## src/sma_pkg.sv

```systemverilog
`default_nettype none

package sma_pkg;

    // Default geometry
    localparam int DATA_WIDTH_DEF  = 32;
    localparam int STACK_DEPTH_DEF = 1024;

    localparam int FUNC_W = 4;
    localparam int FLAG_W = 3;

    // Instruction codes
    typedef enum logic [FUNC_W-1:0] {
        OP_CONST = 4'd0,
        OP_ADD   = 4'd1,
        OP_SUB   = 4'd2,
        OP_MUL   = 4'd3,
        OP_DIV   = 4'd4,
        OP_MAX   = 4'd5,
        OP_MIN   = 4'd6,
        OP_NEG   = 4'd7,
        OP_DUP   = 4'd8,
        OP_SWAP  = 4'd9
    } op_t;

    // Sequencer states
    typedef enum logic [2:0] {
        ST_IDLE,
        ST_EXEC,
        ST_WAIT,
        ST_PUSH1,
        ST_PUSH2,
        ST_DONE
    } state_t;

    // Request to the iterative multiply/divide unit
    typedef struct packed {
        logic start;
        logic is_div;
    } md_req_t;

endpackage

`default_nettype wire

```

## src/sma_muldiv.sv

```systemverilog
`default_nettype none

module sma_muldiv
    import sma_pkg::*;
#(
    parameter int DATA_WIDTH = DATA_WIDTH_DEF
) (
    input  wire                   aclk,
    input  wire                   aresetn,
    input  wire  md_req_t         req,
    input  wire  [DATA_WIDTH-1:0] op_a,
    input  wire  [DATA_WIDTH-1:0] op_b,
    output logic                  done,
    output logic [DATA_WIDTH-1:0] result
);

    localparam int CW = $clog2(DATA_WIDTH);

    logic                  busy_reg;
    logic                  done_reg;
    logic                  is_div_reg;
    logic                  neg_reg;
    logic [CW-1:0]         cnt_reg;
    logic [DATA_WIDTH-1:0] acc_reg;   // product sum or partial remainder
    logic [DATA_WIDTH-1:0] x_reg;     // multiplicand or dividend/quotient
    logic [DATA_WIDTH-1:0] y_reg;     // multiplier or divisor

    logic [DATA_WIDTH-1:0] abs_a;
    logic [DATA_WIDTH-1:0] abs_b;
    logic [DATA_WIDTH-1:0] rem_sh;
    logic [DATA_WIDTH:0]   diff;

    // Operand magnitudes for the divide
    assign abs_a = op_a[DATA_WIDTH-1] ? ('0 - op_a) : op_a;
    assign abs_b = op_b[DATA_WIDTH-1] ? ('0 - op_b) : op_b;

    // One restoring step: the remainder stays below the divisor magnitude
    assign rem_sh = {acc_reg[DATA_WIDTH-2:0], x_reg[DATA_WIDTH-1]};
    assign diff   = {1'b0, rem_sh} - {1'b0, y_reg};

    // Control
    always_ff @(posedge aclk) begin
        if (!aresetn) begin
            busy_reg <= 1'b0;
            done_reg <= 1'b0;
        end else begin
            done_reg <= 1'b0;
            if (req.start) begin
                busy_reg <= 1'b1;
            end else if (busy_reg && cnt_reg == '0) begin
                busy_reg <= 1'b0;
                done_reg <= 1'b1;
            end
        end
    end

    // Datapath: one bit per cycle
    always_ff @(posedge aclk) begin
        if (req.start) begin
            is_div_reg <= req.is_div;
            neg_reg    <= op_a[DATA_WIDTH-1] ^ op_b[DATA_WIDTH-1];
            cnt_reg    <= CW'(DATA_WIDTH - 1);
            acc_reg    <= '0;
            x_reg      <= req.is_div ? abs_a : op_a;
            y_reg      <= req.is_div ? abs_b : op_b;
        end else if (busy_reg) begin
            cnt_reg <= cnt_reg - 1'b1;
            if (is_div_reg) begin
                if (!diff[DATA_WIDTH]) begin
                    acc_reg <= diff[DATA_WIDTH-1:0];
                    x_reg   <= {x_reg[DATA_WIDTH-2:0], 1'b1};
                end else begin
                    acc_reg <= rem_sh;
                    x_reg   <= {x_reg[DATA_WIDTH-2:0], 1'b0};
                end
            end else begin
                if (y_reg[0]) begin
                    acc_reg <= acc_reg + x_reg;
                end
                x_reg <= {x_reg[DATA_WIDTH-2:0], 1'b0};
                y_reg <= {1'b0, y_reg[DATA_WIDTH-1:1]};
            end
        end
    end

    // Signed quotient fix-up or wrapped product
    assign done   = done_reg;
    assign result = is_div_reg ? (neg_reg ? ('0 - x_reg) : x_reg) : acc_reg;

endmodule

`default_nettype wire

```

## config.mk

```make
export PLATFORM = sky130hd
export DESIGN_NAME = sma_muldiv
export DESIGN_NICKNAME = d
export VERILOG_FILES = /design/src/sma_pkg.sv /design/src/sma_muldiv.sv
export SDC_FILE = /design/constraint.sdc
export NUM_CORES = 1
export LEC_CHECK = 0
export BUFFER_PORTS_ARGS = -buffer_cell sky130_fd_sc_hd__buf_2
export CORE_MARGIN = 3
export CORE_UTILIZATION = 50
export DETAILED_ROUTE_END_ITERATION = 8
export PLACE_DENSITY = 0.69
export SLEW_MARGIN = 20
export SYNTH_ARGS = -nofsm -noshare
export SYNTH_HDL_FRONTEND = slang
export SYNTH_SLANG_ARGS = --single-unit
```

## constraint.sdc

```tcl
create_clock -name aclk -period 3.7 [get_ports aclk]
set_input_delay 0 -clock aclk [delete_from_list [all_inputs] [get_ports aclk]]
set_output_delay 0 -clock aclk [all_outputs]
set_load 0.02 [all_outputs]
```

==> results <==
- The flow ran to the end, and the final reports show no timing, DRC or antenna violations.
- The average footprint of a synthesized cell is 7.788 um^2.
- The post-synthesis instance area is 10090 um^2.
- Of the post-synthesis cell area, the dominant cell type holds 0.1965.
- After layout, the minimum clock period comes to 3.558 ns.
- The congestion estimate from routability-driven global placement came to 0.9290.
- The dominant combinational cell family by area after synthesis is compound AO/OA/AOI/OAI gates.
- The first global-routing pass estimated 44.12 mm of wire.
- The share of the Yosys chip area taken by registers is 0.2739.
- The pin count of the biggest net entering global routing is 74.
- Counting every sink on the clock net gives 105.
- Yosys printed 0 warnings.
- The total number of H-tree levels is 3.
- The worst slew margin relative to its limit is 0.3959.
- The share of total power in combinational logic is 0.423.
- The synthesized-area fraction occupied by and/or/nand/nor cells is 0.1928.
- The mux cell area share after synthesis is 0.01303.
- The residual antenna-violating net count after detailed routing is 0.
- The die covers 21910 um^2.
- The number of different library cells used by synthesis comes to 77.
- The net switching power is 0.001709 W.
- The count of input and output buffers is 100.
- edfxtp_1 takes more of the synthesized area than any other cell.
- The die width is 148.0 um.
- The initial cell density of the core is 0.5132.
- The via count of the first global-routing pass is 9064.
- The total count of max-transition violations in the final report is 0.
- The area used by sequential logic in the layout is 2763 um^2.
- For the pin with the worst max-slew slack, the measured transition is 0.9061 ns.
- Of the total power, registers draw 0.358.
- The proportion of total power due to net switching is 0.3984.
- 101 I/O pins were placed.
- The number of nets in the finished design is 1518.
- The top flip-flop cell by instance count after synthesis is edfxtp_1.
- The worst min-delay path class is input pin to flop.
- In the final layout, the multi-input gates occupy 6888 um^2.
- Of the cells placed in the final design, the portion with a size suffix greater than 1 is 0.1219.
- The clock edge transition at the registers on the reported setup and hold paths is 0.08 ns.
- The kind of capture point of the worst setup path is an output port.
- The design draws 0.004288 W.
- Summed over all layers, the global routing overflow is 0.
- Of the total synthesized cell area, the portion taken by XOR and XNOR cells is 0.1268.
- Across the routed clock network, the largest skew measured is 0.005520 ns.
- Cell internal power was estimated by the tool at 0.002580 W.
- The dominant cell by count in the synthesized netlist is a21oi_1.
- The commonest cells after synthesis are a21oi_1 (192), nor2_1 (155), nand2_1 (106), xnor2_1 (74), xor2_1 (72).
- The die extent in y is 148.0 um.
- The count of endpoints failing hold in the final timing report was 0.
- The number of flops mapped to enable cells by yosys is 66.
- For the worst-skew pair, the clock arrives at the later sink with an insertion delay of 0.36 ns.
- The number of vias in the routed layout is 9633.
- Among all stages on the critical path, the largest delay is contributed by edfxtp_1.
- Counting stages on the worst path, the most repeated cell is or4_4.
- IR analysis of the VDD net gives a maximum drop of 266.4 uV.
- Routed signal wires occupy layers up through met4.
- The type of the setup path with the least slack is flop to output port.
- The detailed router put a total of 12.27 mm of wire on met1.
- The via-per-instance ratio is 5.835.
- Synthesis produced a netlist with a net count of 1432.
- The number of clock buffers added by TritonCTS is 9.
- The slack of the critical path is 0.1417 ns.
- The HPWL after detailed placement is 20.95 mm.
- Wires add up to 27.20 mm.
- The number of antenna violations at the first check in global routing is 0.
- In this run, the number of DRC markers left after iteration 0 of detailed routing was 662.
- After detailed routing, the average wire length per cell comes to 16.47 um.
- The root buffer cell is clkbuf_16.
- In the finished design, the share of the clock period the worst path needs comes to 0.9617.
- For the worst setup path, the data arrival time is 3.56 ns.
- The number of placed instances, taps included, is 1628.
- Max-cap violations in this run came to 0.
- The highest clock rate is 281.0 MHz.
- The routed design uses 954 um of met3 wire.
- The signal on the critical path passes through inv_1, ha_1, nor2b_4, nand3_2, or3_4, or4_4, or4_4, nand2b_4, o21ai_1, xor2_1, a21oi_1, buf_2.
- The number of filler cells placed in the layout is 1953.
- The synthesis-to-finish area growth is 11.50%.
- The count of inserted antenna diode cells is 0.
- The first-pass iteration count of the detailed router is 6.
- For this design the static power due to leakage is 4.719 nW.
- The adder-cell share of the synthesized area is 0.08709.
- Yosys attributes the largest share of cell area to edfxtp_1 (20%), a21oi_1 (9.5%), ha_1 (8.3%), dfxtp_1 (7.7%), xnor2_1 (6.4%).
- The post-detailed-route DRC marker count is 0.
- The delay of the slowest cell on the worst path is 0.51 ns.
- The count of mapped cells out of synthesis is 1295.
- Setup violations remaining at the end of the flow were counted as 0.
- The complex-gate fraction of the synthesized area is 0.2596.
- For this design the ratio of total power to cell area is 381.3 nW/um^2.
- The post-placement worst setup slack is 0.3124 ns.
- The clock network power share is 0.219.
- In this run the worst path has a maximum fanout of 6.
- The row count is 51.
- The core box area is 19650 um^2.
- Wire segments on met2 add up to 13.29 mm in the final route.
- The post-layout instance count excluding filler cells is 1651.
- The TritonCTS clock tree is built.
- The global-route total usage across every layer is 0.2434.
- The kind of launch point of the worst setup path is a flop.
- The clock passes through at most 2 buffers.
- For the worst setup path, the data required time is 3.70 ns.
- After synthesis the netlist holds a flip-flop and latch count of 105.
- The share of synthesized flip-flops with an asynchronous set or reset is 0.
-- per-stage QoR --
stage,TNS [ns],area (um^2),util,hold WS (ns)
2_1_floorplan,0,10090,-,0.09887
3_3_place_gp,0,10880,0.5537,0.2254
3_5_place_dp,0,10880,0.5537,0.2480
4_1_cts,0,11180,0.5688,0.02761
5_1_grt,-0.01959,11250,0.5722,0.04485
6_report,0,11250,0.5722,0.03480
-- final cells by class --
cell class,count,share of cell area
Inverter,62,0.02069
Clock buffer,9,0.02003
Sequential cell,105,0.2457
Clock inverter,7,0.003783
Multi-Input combinational cell,1071,0.6125
Tap cell,265,0.02948
Timing Repair Buffer,132,0.06787
-- worst paths after layout --
check | start | endpoint | slack (ns) | depth (start not counted)
worst max-delay path | x_reg[0]$_DFFE_PP_ | result[28] | 0.14 | 12
worst min-delay path | op_a[14] | x_reg[14]$_DFFE_PP_ | 0.03 | 3
worst max register to register | x_reg[31]$_DFFE_PP_ | acc_reg[7]$_SDFFE_PP0P_ | 0.28 | 13
worst min register to register | cnt_reg[4]$_SDFFE_PP1P_ | cnt_reg[4]$_SDFFE_PP1P_ | 0.49 | 2
-- kinds of logic after synthesis --
kind of cell    Yosys count
xor+xnor                146
buf+inv                 119
simple gates            407
fa+ha+maj                69
compound gates          437
flops                   105
mux                      12
-- cells in the final DEF (no fill, tap or decap), drive strengths merged, types with 10 or more instances in the layout --
cell	n
and3	10
o31ai	21
o21ai	95
xnor2	74
nand2b	13
nor3	30
inv	66
and2	11
a21oi	192
nand2	106
dfxtp	39
nor2	155
buf	129
nor4	12
a211oi	10
a21o	26
a31oi	21
edfxtp	66
o211ai	14
o41ai	10
nand3	17
ha	67
xor2	72
-- routing by layer --
metal  vias up  track usage
met4         0      0.07667
met3        45      0.03250
met5         -            0
met1      4524       0.3179
met2       184       0.4193
li1       4880            -
-- power groups by stage --
| stage | registers (W) | clock network, W | logic [W] |
|---|---|---|---|
| 6_report | 0.00154 | 0.000939 | 0.00181 |
| 5_1_grt | 0.00155 | 0.000991 | 0.00203 |
| 4_1_cts | 0.00154 | 0.000956 | 0.00180 |
| 3_5_place_dp | 0.00156 | 0 | 0.00178 |
| 3_3_place_gp | 0.00156 | 0 | 0.00178 |
| 2_1_floorplan | 0.00152 | 0 | 0.00133 |
-- timing repair --
item / 4_1_cts / 5_1_grt
hold buffers: 3 / 0
resized for setup: 0 / 7
endpoints found under the hold margin: 4 / 0
setup endpoints to repair: 0 / 6
buffers inserted: 0 / 4
-- critical path: cells and delay by family (launching register included) --
family	cells	cell delay [ns]
AO/OA/AOI/OAI	2	0.23
XOR/XNOR	1	0.15
adder cells (fa/ha/maj)	1	0.20
buffers and inverters	2	0.29
flip-flops	1	0.51
AND/OR/NAND/NOR	6	1.81
(Power assumes the default switching activity.)
